===== src/assert_macros.svh =====
// Assertion macros shared by the RTL of the sensor frame deframer.
// Assertions are compiled in unless SYNTH is defined; no other dependencies.
`ifndef ASSERT_MACROS_SVH
`define ASSERT_MACROS_SVH

`ifndef SYNTH
// Check that a implies b in the same cycle.
`define SFD_ASSERT_SAME(label, clk, rst_n, a, b) \
  label: assert property (@(posedge clk) disable iff (!rst_n) (a) |-> (b)) \
    else $error("sfd same-cycle assertion failed");
// Check that a implies b in the next cycle.
`define SFD_ASSERT_NEXT(label, clk, rst_n, a, b) \
  label: assert property (@(posedge clk) disable iff (!rst_n) (a) |=> (b)) \
    else $error("sfd next-cycle assertion failed");
`else
`define SFD_ASSERT_SAME(label, clk, rst_n, a, b)
`define SFD_ASSERT_NEXT(label, clk, rst_n, a, b)
`endif

`endif


===== src/sfd_pkg.sv =====
// Shared types and constants of the sensor frame deframer.
// No dependencies.
package sfd_pkg;

  localparam logic [7:0] SYNC_BYTE_RST = 8'd85;
  localparam logic [7:0] END_BYTE_RST  = 8'd102;

  // Configuration register indexes
  localparam logic CFG_SYNC_BYTE = 1'b0;
  localparam logic CFG_END_BYTE  = 1'b1;

  // Event kinds
  localparam logic EV_WORD  = 1'b0;
  localparam logic EV_FRAME = 1'b1;

  typedef struct packed {
    logic               event_kind;
    logic [5:0]         word_index;
    logic signed [15:0] word_value;
    logic [15:0]        frame_id;
    logic [7:0]         open_flags;
    logic               frame_ok;
  } result_t;

endpackage


===== src/sfd_out_buf.sv =====
// Two-entry result buffer (output register plus skid register).
// Depends on sfd_pkg and assert_macros.svh.
`include "assert_macros.svh"

module sfd_out_buf (
  input  logic             clk,
  input  logic             rst_n,
  input  logic             push,
  input  sfd_pkg::result_t push_data,
  output logic             can_push,
  output logic             out_valid,
  input  logic             out_ready,
  output sfd_pkg::result_t out_data
);

  logic             out_valid_r, out_valid_nxt;
  logic             skid_valid_r, skid_valid_nxt;
  sfd_pkg::result_t out_data_r, out_data_nxt;
  sfd_pkg::result_t skid_data_r, skid_data_nxt;
  logic             pop;

  assign pop       = out_valid_r & out_ready;
  assign can_push  = ~skid_valid_r;
  assign out_valid = out_valid_r;
  assign out_data  = out_data_r;

  always_comb begin
    out_valid_nxt  = out_valid_r;
    skid_valid_nxt = skid_valid_r;
    out_data_nxt   = out_data_r;
    skid_data_nxt  = skid_data_r;
    if (!out_valid_r || pop) begin
      if (skid_valid_r) begin
        out_data_nxt   = skid_data_r;
        out_valid_nxt  = 1'b1;
        skid_valid_nxt = 1'b0;
      end else if (push) begin
        out_data_nxt  = push_data;
        out_valid_nxt = 1'b1;
      end else begin
        out_valid_nxt = 1'b0;
      end
    end else if (push) begin
      skid_data_nxt  = push_data;
      skid_valid_nxt = 1'b1;
    end
  end

  always_ff @(posedge clk) begin
    if (!rst_n) begin
      out_valid_r  <= 1'b0;
      skid_valid_r <= 1'b0;
    end else begin
      out_valid_r  <= out_valid_nxt;
      skid_valid_r <= skid_valid_nxt;
    end
    out_data_r  <= out_data_nxt;
    skid_data_r <= skid_data_nxt;
  end

  `SFD_ASSERT_SAME(a_skid_implies_out, clk, rst_n, skid_valid_r, out_valid_r)
  `SFD_ASSERT_SAME(a_no_push_when_full, clk, rst_n, push, !skid_valid_r)
  `SFD_ASSERT_NEXT(a_skid_drains, clk, rst_n, pop && skid_valid_r, out_valid_r && !skid_valid_r)

endmodule


===== src/sensor_frame_deframer_top.sv =====
// Top level of the sensor frame deframer: frame parser and result buffer.
// Depends on sfd_pkg, sfd_out_buf and assert_macros.svh.
//
// Usage:
//   Input channel (in_valid/in_ready/in_byte) takes one received byte per
//   transfer. The parser hunts for the sync byte, then walks the frame
//   header, emits one result per completed big-endian temperature word and
//   one frame-finished result after the two trailing bytes.
//   Result channel (out_valid/out_ready/out_*) carries at most one result
//   per input byte. event_kind 0 is a word, 1 is a finished frame.
//   Configuration (cfg_we/cfg_index/cfg_wdata): index 0 is the sync byte,
//   index 1 the end byte; write only while the block is idle.
//   Result path: a result is registered at the transfer of the byte that
//   completes it, in the output register or, on a stall, the skid register.
//   One byte per cycle while in_ready is high; parser updates in one pass.
//   Receiver stall: results queue in a two-entry buffer (output register
//   plus skid register); in_ready drops only while both entries are full.
//   Reset (rst_n low, synchronous): parser returns to hunting, buffer
//   empties, sync and end bytes return to 85 and 102.
`include "assert_macros.svh"

module sensor_frame_deframer_top (
  input  logic               clk,
  input  logic               rst_n,
  input  logic               in_valid,
  output logic               in_ready,
  input  logic [7:0]         in_byte,
  output logic               out_valid,
  input  logic               out_ready,
  output logic               out_event_kind,
  output logic [5:0]         out_word_index,
  output logic signed [15:0] out_word_value,
  output logic [15:0]        out_frame_id,
  output logic [7:0]         out_open_flags,
  output logic               out_frame_ok,
  input  logic               cfg_we,
  input  logic               cfg_index,
  input  logic [7:0]         cfg_wdata
);

  // Parser phases
  localparam logic [3:0] PH_HUNT    = 4'd0;
  localparam logic [3:0] PH_LEN     = 4'd1;
  localparam logic [3:0] PH_SKIP_A  = 4'd2;
  localparam logic [3:0] PH_ID_HI   = 4'd3;
  localparam logic [3:0] PH_ID_LO   = 4'd4;
  localparam logic [3:0] PH_SKIP_B  = 4'd5;
  localparam logic [3:0] PH_FLAGS   = 4'd6;
  localparam logic [3:0] PH_WORD_HI = 4'd7;
  localparam logic [3:0] PH_WORD_LO = 4'd8;
  localparam logic [3:0] PH_TRAIL1  = 4'd9;
  localparam logic [3:0] PH_TRAIL2  = 4'd10;

  localparam logic [7:0] ID_POS    = 8'd4;
  localparam logic [7:0] FLAGS_POS = 8'd10;

  logic [7:0]  sync_byte_r, end_byte_r;
  logic [3:0]  phase_r, phase_nxt;
  logic [7:0]  position_r, position_nxt;
  logic [7:0]  frame_length_r, frame_length_nxt;
  logic [7:0]  held_high_r, held_high_nxt;
  logic [15:0] held_id_r, held_id_nxt;
  logic [7:0]  held_flags_r, held_flags_nxt;
  logic [5:0]  word_count_r, word_count_nxt;

  logic             in_fire;
  logic             res_valid;
  sfd_pkg::result_t res;
  sfd_pkg::result_t out_data;
  logic [7:0]       pos_inc;
  logic signed [9:0] len_s;
  logic             more_words;
  logic             len_match;

  assign in_fire = in_valid & in_ready;
  assign pos_inc = position_r + 8'd1;
  // Length byte is two's complement; widen both sides to compare as integers.
  assign len_s      = $signed({{2{frame_length_r[7]}}, frame_length_r});
  assign more_words = $signed({2'b00, pos_inc}) < (len_s - 10'sd2);
  assign len_match  = $signed({2'b00, pos_inc}) == len_s;

  // Configuration registers
  always_ff @(posedge clk) begin
    if (!rst_n) begin
      sync_byte_r <= sfd_pkg::SYNC_BYTE_RST;
      end_byte_r  <= sfd_pkg::END_BYTE_RST;
    end else if (cfg_we) begin
      case (cfg_index)
        sfd_pkg::CFG_SYNC_BYTE: sync_byte_r <= cfg_wdata;
        sfd_pkg::CFG_END_BYTE:  end_byte_r  <= cfg_wdata;
        default: ;
      endcase
    end
  end

  // Frame parser: one pass per accepted byte
  always_comb begin
    phase_nxt        = phase_r;
    position_nxt     = position_r;
    frame_length_nxt = frame_length_r;
    held_high_nxt    = held_high_r;
    held_id_nxt      = held_id_r;
    held_flags_nxt   = held_flags_r;
    word_count_nxt   = word_count_r;
    res_valid        = 1'b0;
    res              = '0;
    if (in_fire) begin
      case (phase_r)
        PH_HUNT: begin
          if (in_byte == sync_byte_r) begin
            position_nxt   = 8'd1;
            word_count_nxt = '0;
            phase_nxt      = PH_LEN;
          end
        end
        PH_LEN: begin
          frame_length_nxt = in_byte;
          position_nxt     = 8'd2;
          phase_nxt        = PH_SKIP_A;
        end
        PH_SKIP_A: begin
          position_nxt = pos_inc;
          if (pos_inc >= ID_POS) begin
            phase_nxt = PH_ID_HI;
          end
        end
        PH_ID_HI: begin
          held_high_nxt = in_byte;
          position_nxt  = pos_inc;
          phase_nxt     = PH_ID_LO;
        end
        PH_ID_LO: begin
          held_id_nxt  = {held_high_r, in_byte};
          position_nxt = pos_inc;
          phase_nxt    = PH_SKIP_B;
        end
        PH_SKIP_B: begin
          position_nxt = pos_inc;
          if (pos_inc >= FLAGS_POS) begin
            phase_nxt = PH_FLAGS;
          end
        end
        PH_FLAGS: begin
          held_flags_nxt = in_byte;
          position_nxt   = pos_inc;
          phase_nxt      = more_words ? PH_WORD_HI : PH_TRAIL1;
        end
        PH_WORD_HI: begin
          held_high_nxt = in_byte;
          position_nxt  = pos_inc;
          phase_nxt     = PH_WORD_LO;
        end
        PH_WORD_LO: begin
          // Emit the completed temperature word
          position_nxt   = pos_inc;
          res_valid      = 1'b1;
          res.event_kind = sfd_pkg::EV_WORD;
          res.word_index = word_count_r;
          res.word_value = $signed({held_high_r, in_byte});
          word_count_nxt = word_count_r + 6'd1;
          phase_nxt      = more_words ? PH_WORD_HI : PH_TRAIL1;
        end
        PH_TRAIL1: begin
          position_nxt = pos_inc;
          phase_nxt    = PH_TRAIL2;
        end
        PH_TRAIL2: begin
          // Report the frame; switch bits are active low (clear = open)
          position_nxt   = pos_inc;
          res_valid      = 1'b1;
          res.event_kind = sfd_pkg::EV_FRAME;
          res.frame_id   = held_id_r;
          res.open_flags = ~held_flags_r;
          res.frame_ok   = len_match & (in_byte == end_byte_r);
          phase_nxt      = PH_HUNT;
        end
        default: begin
          phase_nxt = PH_HUNT;
        end
      endcase
    end
  end

  always_ff @(posedge clk) begin
    if (!rst_n) begin
      phase_r        <= PH_HUNT;
      position_r     <= '0;
      frame_length_r <= '0;
      held_high_r    <= '0;
      held_id_r      <= '0;
      held_flags_r   <= '0;
      word_count_r   <= '0;
    end else begin
      phase_r        <= phase_nxt;
      position_r     <= position_nxt;
      frame_length_r <= frame_length_nxt;
      held_high_r    <= held_high_nxt;
      held_id_r      <= held_id_nxt;
      held_flags_r   <= held_flags_nxt;
      word_count_r   <= word_count_nxt;
    end
  end

  // Result buffer: hold results while the receiver stalls
  sfd_out_buf u_out_buf (
    .clk       (clk),
    .rst_n     (rst_n),
    .push      (res_valid),
    .push_data (res),
    .can_push  (in_ready),
    .out_valid (out_valid),
    .out_ready (out_ready),
    .out_data  (out_data)
  );

  assign out_event_kind = out_data.event_kind;
  assign out_word_index = out_data.word_index;
  assign out_word_value = out_data.word_value;
  assign out_frame_id   = out_data.frame_id;
  assign out_open_flags = out_data.open_flags;
  assign out_frame_ok   = out_data.frame_ok;

  `SFD_ASSERT_SAME(a_result_only_at_word_or_trail, clk, rst_n, res_valid, phase_r == PH_WORD_LO || phase_r == PH_TRAIL2)
  `SFD_ASSERT_NEXT(a_frame_end_hunts, clk, rst_n, in_fire && phase_r == PH_TRAIL2, phase_r == PH_HUNT)
  `SFD_ASSERT_NEXT(a_sync_starts_frame, clk, rst_n, in_fire && phase_r == PH_HUNT && in_byte == sync_byte_r, phase_r == PH_LEN && position_r == 8'd1 && word_count_r == 6'd0)

endmodule

===== config.mk =====
export PLATFORM = sky130hd
export DESIGN_NAME = sensor_frame_deframer_top
export DESIGN_NICKNAME = d
export VERILOG_FILES = /design/src/sfd_pkg.sv /design/src/sfd_out_buf.sv /design/src/sensor_frame_deframer_top.sv
export VERILOG_INCLUDE_DIRS = /design/src /design/src/src
export SDC_FILE = /design/constraint.sdc
export NUM_CORES = 1
export LEC_CHECK = 0
export ABC_AREA = 1
export BUFFER_PORTS_ARGS = -buffer_cell sky130_fd_sc_hd__buf_2
export CAP_MARGIN = 10
export CORE_MARGIN = 1.5
export CORE_UTILIZATION = 37
export DETAILED_ROUTE_END_ITERATION = 8
export PLACE_DENSITY_LB_ADDON = 0.1
export SLEW_MARGIN = 20
export SYNTH_ARGS = -nofsm -noshare
export SYNTH_HDL_FRONTEND = slang
export SYNTH_SLANG_ARGS = --single-unit

===== constraint.sdc =====
create_clock -name clk -period 13 [get_ports clk]
set_input_delay 0.65 -clock clk [delete_from_list [all_inputs] [get_ports clk]]
set_output_delay 0.65 -clock clk [all_outputs]
set_load 0.02 [all_outputs]

==> flow_metrics.py, run 1 <==
metrics = {
    "status": {
        "status": "completed",
    },
    "drt": {
        "detail_route.iter0.violations": 376,
        "drt-total-wl_um": 17000,
        "wl_per_cell_um": 14.8,
        "firstDrtPassIters": 4,
        "ant_nets": 0,
        "via_per_inst": 4.87,
        "route.detailed.drc": 0,
        "via_count": 5603,
    },
    "cts": {
        "hold_buffers": 0,
        "cts_resized": 0,
        "cts_buffers": 17,
        "path_clk_slew_ns": 0.07,
        "clock_latency_ns": 0.43,
        "clock_sinks": 172,
        "cts_tree": "done",
        "clk_path_buf_depth": 2,
        "post_cts_buffers": 0,
        "cts_root_buffer": "clkbuf_16",
        "cts.htree.levels": 4,
    },
    "sta": {
        "rsz0062_at_grt": "no",
        "drv_slew": 0,
        "max_slew_margin_pct": 37.5,
        "finalSetupViolCount": 0,
        "finalCritPeriodShare_pct": 19.3,
        "fin_tns_setup_ns": 0,
        "worstMarginPinSlew_ns": 0.935,
        "worst_slack_ns": 10.49,
        "layout_min_cycle_time_ns": 2.51,
        "hold_viol": 0,
        "finalClockSkew_ns": 0.0159,
        "timing.fmax_ghz": 0.399,
        "timing.hold.ws_ns": 0.435,
    },
    "power_and_ir_drop": {
        "p_leak_nw": 3.06,
        "finalPower_mw": 1.11,
        "pwr_density_cell_nw_per_um2": 128,
        "vdd_ir_drop_max_mv": 0.0913,
    },
    "die": {
        "die_h_um": 145,
        "die_area_um2": 21100,
        "floorplan.initialDensity_pct": 38.1,
        "ios": 72,
        "core_area_um2": 19700,
        "fp.dieW_um": 145,
        "num_rows": 51,
    },
    "synth": {
        "yosysTopAreaCell": "edfxtp_1",
        "ys.flop_type": "edfxtp_1",
        "ys_seq_area_share_pct": 58.8,
        "ys_types": 38,
        "synth_seq_cells": 172,
        "yosys_warnings": 0,
        "synthTopCellsByCount": "159 x nand2_1, 96 x edfxtp_1, 80 x nor2_1",
        "synthArstFlopShare_pct": 0,
        "synth_area_um2": 7500,
        "avgSynthCellArea_um2": 9.28,
        "ys_top_cells_by_area": "edfxtp_1 38%, dfxtp_1 20%, nand2_1 8.0%",
        "synth_top_area_share_pct": 38.5,
        "synth_edf_count": 96,
        "syn-num-nets": 842,
        "synthCells": 808,
        "yosysMostFrequentCell": "nand2_1",
    },
    "placed_design": {
        "placed_area_um2": 8110,
        "placed_cells": 1119,
        "place_ws_ns": 10.34,
        "place_congestion": 0.918,
        "dpl.hpwl_um": 11400,
        "numPortBuffers": 71,
    },
    "layout": {
        "num_antenna_cells": 0,
        "area_growth_pct": 15.8,
        "instances_no_fill": 1150,
        "drive_gt1_share_pct": 15.5,
        "fin_area_um2": 8680,
        "utilization_pct": 44.2,
        "final_nets": 907,
    },
    "worst_setup_path": {
        "critPathMaxFanout": 8,
        "r2r_slack_ns": 10.49,
        "crit_required_ns": 13.29,
        "cp.arrival_ns": 2.79,
        "startpoint_type": "register",
        "cp-end-kind": "register",
        "crit_type": "reg -> reg",
    },
    "global_route": {
        "grt_pass1_vias": 5382,
        "gr-total-overflow": 0,
        "grt_use_total_pct": 16.4,
        "grt_max_degree": 58,
        "antenna_found_initial": 0,
        "grt_pass1_wl_um": 27600,
    },
    "flow_run": {
        "max_cap_violations": 0,
    },
    "worst_hold_path": {
        "hold_class": "in -> reg",
    },
}
critical path, cell delays in order, from the launching register on:
cell and delay [ns]:
dfxtp_1 0.51, ha_1 0.23, nand2_1 0.09, nor2_1 0.18
inv_1 0.05, nand2_1 0.14, inv_1 0.08, ha_1 0.30
nand2_1 0.05, nor2_1 0.09, nand2_1 0.05, nand2_1 0.06
nand2_1 0.05, nand2_1 0.06, nand2_1 0.09, nand3_1 0.12
nand3_1 0.09, nand2_1 0.06, a21oi_1 0.05
placed cells by master (no fill, tap or decap), drive strengths merged, types with 10 or more instances in the layout:
cell type	n
a21o	14
a21oi	66
buf	76
clkbuf	18
dfxtp	76
edfxtp	96
ha	12
inv	84
nand2	163
nand3	29
nor2	83
nor3	24
o21ai	83
xnor2	12
xor2	10
registers in the layout, summed over array words and instances, names as in the netlist, 4 cells and up:
signal                 flops
position_r                 8
frame_length_r             8
held_high_r                8
u_out_buf.skid_data_r     48
word_count_r               6
sync_byte_r                8
held_flags_r               8
held_id_r                 16
phase_r                    4
end_byte_r                 8
u_out_buf.out_data        48
metal layers:
metal,routed length [µm],up-vias,track usage [%],share of wire (%)
li1,-,2834,-,-
met1,8310,2606,22.6,49
met2,7800,143,26.4,46
met3,688,20,3.04,4.0
met4,188,0,4.90,1.1
met5,0,-,0,0
logic make-up (layout without fill, tap and decap cells):
kind of cell / count (synthesis) / after routing / share of synthesized area [%]
AND/OR/NAND/NOR: 320 / 320 / 18.8
flip-flops: 172 / 172 / 58.8
AO/OA/AOI/OAI: 169 / 169 / 12.0
buffers and inverters: 113 / 190 / 5.79
XOR/XNOR: 22 / 22 / 2.57
adder cells (fa/ha/maj): 12 / 12 / 2.00
where the power goes:
group          internal, mW  leakage, nW  switching (mW)
clock                 0.283        0.268           0.217
combinational        0.0115         1.52          0.0226
sequential            0.571         1.28         0.00234
total                 0.866         3.06           0.241
worst paths after layout:
check                                     start              end  depth (start not counted)
worst max-delay path              position_r[0]       phase_r[1]                         18
worst min-delay path               cfg_wdata[1]    end_byte_r[1]                          3
worst max register to register    position_r[0]       phase_r[1]                         18
worst min register to register  held_flags_r[4]  held_flags_r[4]                          2
cell type report:
type                            count  area (µm²)
Multi-Input combinational cell    523        2670
Timing Repair Buffer               76         393
Tap cell                          265         332
Fill cell                        1951       11000
Inverter                           83         312
Clock buffer                       18         429
Sequential cell                   172        4400
Clock inverter                     13         143
Note: power is estimated with default switching activity, not from simulation.
==> run 2: changes to the inputs <==
Clock period 13 ns to 2.2 ns, I/O delays scaled along.
==> flow_metrics.py, run 2 (synthesis gave the netlist of run 1 again) <==
metrics = {
    "sta": {
        "worst_slack_ns": 0.136,
        "hold_viol": 0,
        "finalCritPeriodShare_pct": 93.8,
        "rsz0062_at_grt": "yes",
        "drv_slew": 0,
        "fin_tns_setup_ns": 0,
        "finalSetupViolCount": 0,
        "timing.fmax_ghz": 0.484,
        "worstMarginPinSlew_ns": 0.670,
        "max_slew_margin_pct": 55.1,
        "finalClockSkew_ns": 0.00757,
        "layout_min_cycle_time_ns": 2.06,
    },
    "die": {
        "core_area_um2": 19700,
        "die_area_um2": 21100,
        "fp.dieW_um": 145,
        "floorplan.initialDensity_pct": 38.1,
        "num_rows": 51,
        "die_h_um": 145,
        "ios": 72,
    },
    "layout": {
        "fin_area_um2": 9080,
        "num_antenna_cells": 0,
        "mostFrequentLayoutCell": "nand2_1",
        "instances_no_fill": 1173,
        "n_fill_cell": 1954,
        "area_growth_pct": 21.2,
        "final_nets": 929,
        "utilization_pct": 46.2,
        "drive_gt1_share_pct": 19.8,
        "mostFrequentLayoutCells": "153 x nand2_1, 96 x edfxtp_1, 77 x o21ai_0",
    },
    "worst_hold_path": {
        "hold_class": "in -> reg",
        "whs_path_depth": 4,
    },
    "global_route": {
        "gr-total-overflow": 0,
        "grt_use_total_pct": 16.7,
        "grt_pass1_vias": 5619,
        "grt_max_degree": 57,
        "antenna_found_initial": 0,
        "grt_pass1_wl_um": 28200,
    },
    "power_and_ir_drop": {
        "p_leak_nw": 3.25,
        "vdd_ir_drop_max_mv": 0.521,
        "pwr_density_cell_nw_per_um2": 738,
    },
    "placed_design": {
        "placed_area_um2": 8270,
        "place_ws_ns": -0.0132,
        "numPortBuffers": 71,
        "placed_cells": 1131,
        "dpl.hpwl_um": 11800,
        "place_congestion": 0.899,
    },
    "cts": {
        "path_clk_slew_ns": 0.07,
        "cts_tree": "done",
        "cts_root_buffer": "clkbuf_16",
        "cts.htree.levels": 4,
        "cts_buffers": 17,
        "clock_sinks": 172,
        "clk_path_buf_depth": 2,
        "clock_latency_ns": 0.43,
    },
    "drt": {
        "via_per_inst": 4.81,
        "ant_nets": 0,
        "wl_per_cell_um": 14.7,
        "via_count": 5647,
        "firstDrtPassIters": 5,
        "detail_route.iter0.violations": 359,
        "drt-total-wl_um": 17200,
        "route.detailed.drc": 0,
    },
    "worst_setup_path": {
        "crit_type": "reg -> reg",
        "cp.arrival_ns": 2.40,
        "startpoint_type": "register",
        "reg2reg_depth": 12,
        "critPathMaxFanout": 3,
        "crit_required_ns": 2.53,
        "cp-end-kind": "register",
    },
    "flow_run": {
        "max_cap_violations": 0,
    },
    "status": {
        "status": "completed",
    },
}
## run 2: cell count changes in the layout (fill, tap and decap cells not counted), sizes merged
cell	change
buf	+14
dlygate4sd3	+8
clkbuf	+2
clkinvlp	-2
inv	+1
## run 2: layout make-up
type	instances	area [µm²]	share of cell area [%]
clock buffer	20	458	5.04
timing repair buffer	98	619	6.82
clock inverter	12	154	1.69
tap	265	332	3.65
inverter	83	319	3.51
sequential	172	4420	48.6
multi-input combinational	523	2780	30.6
## run 2: timing repair
| item | in CTS | in global routing |
|---|---|---|
| hold endpoints to repair | 16 | 0 |
| pin swaps | 0 | 7 |
| endpoints found under the setup margin | 3 | 4 |
| buffers inserted | 0 | 2 |
| resized for setup | 2 | 29 |
| hold buffers | 8 | 0 |
## run 2: per-stage QoR
step / power (mW) / hold WS, ns
after floorplan: 3.59 / 0.223
after global placement: 3.67 / 0.343
after detailed placement: 3.67 / 0.336
after CTS: 6.77 / 0.0369
after global routing: 6.92 / 0.0550
final: 6.70 / 0.0537
## run 2: power by group
part	internal (mW)	total [mW]	switching, mW
clock network	1.77	3.09	1.32
registers	3.37	3.39	0.0141
logic	0.0811	0.219	0.137
total	5.23	6.70	1.47
## run 2: layer usage
| metal | GRT usage (%) | part of all wire [%] | up-vias |
|---|---|---|---|
| li1 | - | - | 2877 |
| met1 | 22.0 | 49 | 2636 |
| met2 | 27.5 | 46 | 114 |
| met3 | 3.64 | 3.5 | 20 |
| met4 | 5.05 | 1.5 | 0 |
| met5 | 0 | 0 | - |
## run 2: worst paths after layout
path | from | to | slack [ns]
worst max-delay path | frame_length_r[2] | phase_r[2] | 0.14
worst min-delay path | out_ready | u_out_buf.skid_valid_r | 0.05
worst max register to register | frame_length_r[2] | phase_r[2] | 0.14
worst min register to register | held_flags_r[2] | held_flags_r[2] | 0.47
## run 2: worst max-delay path, cell delays in order, from the launching register on
cell	delay, ns
dfxtp_1	0.32
inv_1	0.13
ha_4	0.16
nand3_2	0.10
nor3_2	0.23
xor2_1	0.09
ha_1	0.17
or2_2	0.27
nor2_2	0.13
nand3_1	0.11
nand3_1	0.09
nand2_1	0.05
a21oi_1	0.12
==> run 3: changes to the inputs <==
Settings changed: CTS_CLUSTER_DIAMETER set to 80.
Clock period 2.2 ns to 2.3 ns, I/O delays scaled along.
==> flow_metrics.py, run 3 (synthesis gave the netlist of run 1 again) <==
metrics = {
    "die": {
        "die_area_um2": 21100,
        "core_area_um2": 19700,
        "ios": 72,
        "fp.dieW_um": 145,
        "die_h_um": 145,
        "floorplan.initialDensity_pct": 38.1,
        "num_rows": 51,
    },
    "sta": {
        "layout_min_cycle_time_ns": 2.10,
        "finalClockSkew_ns": 0.0147,
        "finalCritPeriodShare_pct": 91.3,
        "hold_viol": 0,
        "finalSetupViolCount": 0,
        "worstMarginPinSlew_ns": 0.663,
        "timing.hold.ws_ns": 0.0588,
        "rsz0062_at_grt": "yes",
        "drv_slew": 0,
        "timing.fmax_ghz": 0.476,
        "max_slew_margin_pct": 55.6,
    },
    "drt": {
        "detail_route.iter0.violations": 398,
        "firstDrtPassIters": 5,
        "via_count": 5580,
        "drt-total-wl_um": 17200,
        "via_per_inst": 4.77,
        "ant_nets": 0,
        "wl_per_cell_um": 14.7,
        "route.detailed.drc": 0,
    },
    "placed_design": {
        "dpl.hpwl_um": 12000,
        "numPortBuffers": 71,
        "place_congestion": 0.911,
    },
    "flow_run": {
        "max_cap_violations": 0,
    },
    "layout": {
        "n_fill_cell": 1959,
        "mostFrequentLayoutCells": "153 x nand2_1, 96 x edfxtp_1, 78 x o21ai_0",
        "mostFrequentLayoutCell": "nand2_1",
        "area_growth_pct": 20.4,
        "final_nets": 927,
        "num_antenna_cells": 0,
        "multi_input_area_um2": 2760,
        "seq_area_um2": 4420,
        "drive_gt1_share_pct": 19.0,
    },
    "worst_hold_path": {
        "hold_class": "in -> reg",
    },
    "worst_setup_path": {
        "critPathMaxFanout": 3,
        "startpoint_type": "register",
        "slowest_stage": "dfxtp_1",
        "cp-end-kind": "register",
        "r2r-start": "frame_length_r[2]",
        "crit_start": "frame_length_r[2]",
        "crit_required_ns": 2.62,
        "crit_type": "reg -> reg",
        "crit_top_cell": "nand3_1",
        "crit_end": "phase_r[1]",
        "crit_path_cell_trace": "inv_1 > ha_1 > nand3_1 > nor3_2 > xor2_1 > ha_1 > or2_2 > nor2_1 > nand3_1 > nand3_1 > nand2_1 > a21oi_1",
        "rr_endpoint": "phase_r[1]",
        "max_stage_delay_ns": 0.31,
        "r2r_slack_ns": 0.20,
        "reg2reg_depth": 12,
        "cp.arrival_ns": 2.42,
    },
    "power_and_ir_drop": {
        "p_leak_nw": 3.24,
        "pwr_density_cell_nw_per_um2": 703,
        "vdd_ir_drop_max_mv": 0.496,
        "finalPower_mw": 6.34,
    },
    "global_route": {
        "grt_max_degree": 57,
        "gr-total-overflow": 0,
        "grt_pass1_vias": 5501,
        "grt_pass1_wl_um": 28100,
        "grt_use_total_pct": 16.8,
        "antenna_found_initial": 0,
    },
    "cts": {
        "clk_path_buf_depth": 2,
        "cts_tree": "done",
        "cts_buffers": 17,
        "clock_latency_ns": 0.42,
        "cts.htree.levels": 4,
        "cts_root_buffer": "clkbuf_16",
        "path_clk_slew_ns": 0.07,
        "clock_sinks": 172,
    },
    "status": {
        "status": "completed",
    },
}
## run 3: worst min path at each step
stage                      start                endpoint  depth (start not counted)
finish                 out_ready  u_out_buf.skid_valid_r                          4
floorplan           cfg_wdata[1]           end_byte_r[1]                          2
detailed placement  cfg_wdata[4]          sync_byte_r[4]                          3
global placement    cfg_wdata[4]          sync_byte_r[4]                          3
CTS                    out_ready  u_out_buf.skid_valid_r                          4
global route           out_ready  u_out_buf.skid_valid_r                          4
## run 3: stage by stage
step                setup WS (ns)  instance area (µm²)  instances  TNS [ns]  utilization [%]
floorplan                  -0.373                 7550        808    -26.93                -
global placement            0.141                 8270       1131         0             42.1
detailed placement         0.0796                 8270       1131         0             42.1
CTS                        0.0529                 8950       1171         0             45.5
global route              -0.0228                 9020       1171   -0.0247             45.9
finish                      0.201                 9020       1171         0             45.9
## run 3: worst max-delay path: cells and delay by family, from the launching register on
| family | cells | cell delay (ns) |
|---|---|---|
| buffers and inverters | 1 | 0.12 |
| flip-flops | 1 | 0.31 |
| XOR/XNOR | 1 | 0.09 |
| adder cells (fa/ha/maj) | 2 | 0.37 |
| AND/OR/NAND/NOR | 7 | 0.98 |
| AO/OA/AOI/OAI | 1 | 0.13 |
## run 3: cell type report
cell class	count	share of cell area, %
clock inverter	13	1.71
sequential	172	48.9
multi-input combinational	523	30.6
clock buffer	19	4.91
inverter	83	3.54
tap	265	3.67
timing repair buffer	96	6.66
## run 3: timing repair
| item | 4_1_cts | 5_1_grt |
|---|---|---|
| hold buffers | 8 | 0 |
| gates resized for setup | 0 | 22 |
| buffers inserted | 0 | 0 |
| setup endpoints to repair | 0 | 3 |
| hold endpoints to repair | 16 | 0 |
## run 3: power breakdown
| part | total [mW] | switching [mW] | internal [mW] |
|---|---|---|---|
| sequential | 3.24 | 0.0134 | 3.23 |
| clock | 2.89 | 1.23 | 1.66 |
| combinational | 0.215 | 0.135 | 0.0803 |
## run 3: per-layer routing
layer | vias up | routed length, µm | track usage, %
met3 | 13 | 628 | 2.85
met4 | 0 | 189 | 5.87
met5 | - | 0 | 0
met1 | 2598 | 8050 | 22.3
met2 | 92 | 8290 | 27.6
li1 | 2877 | - | -
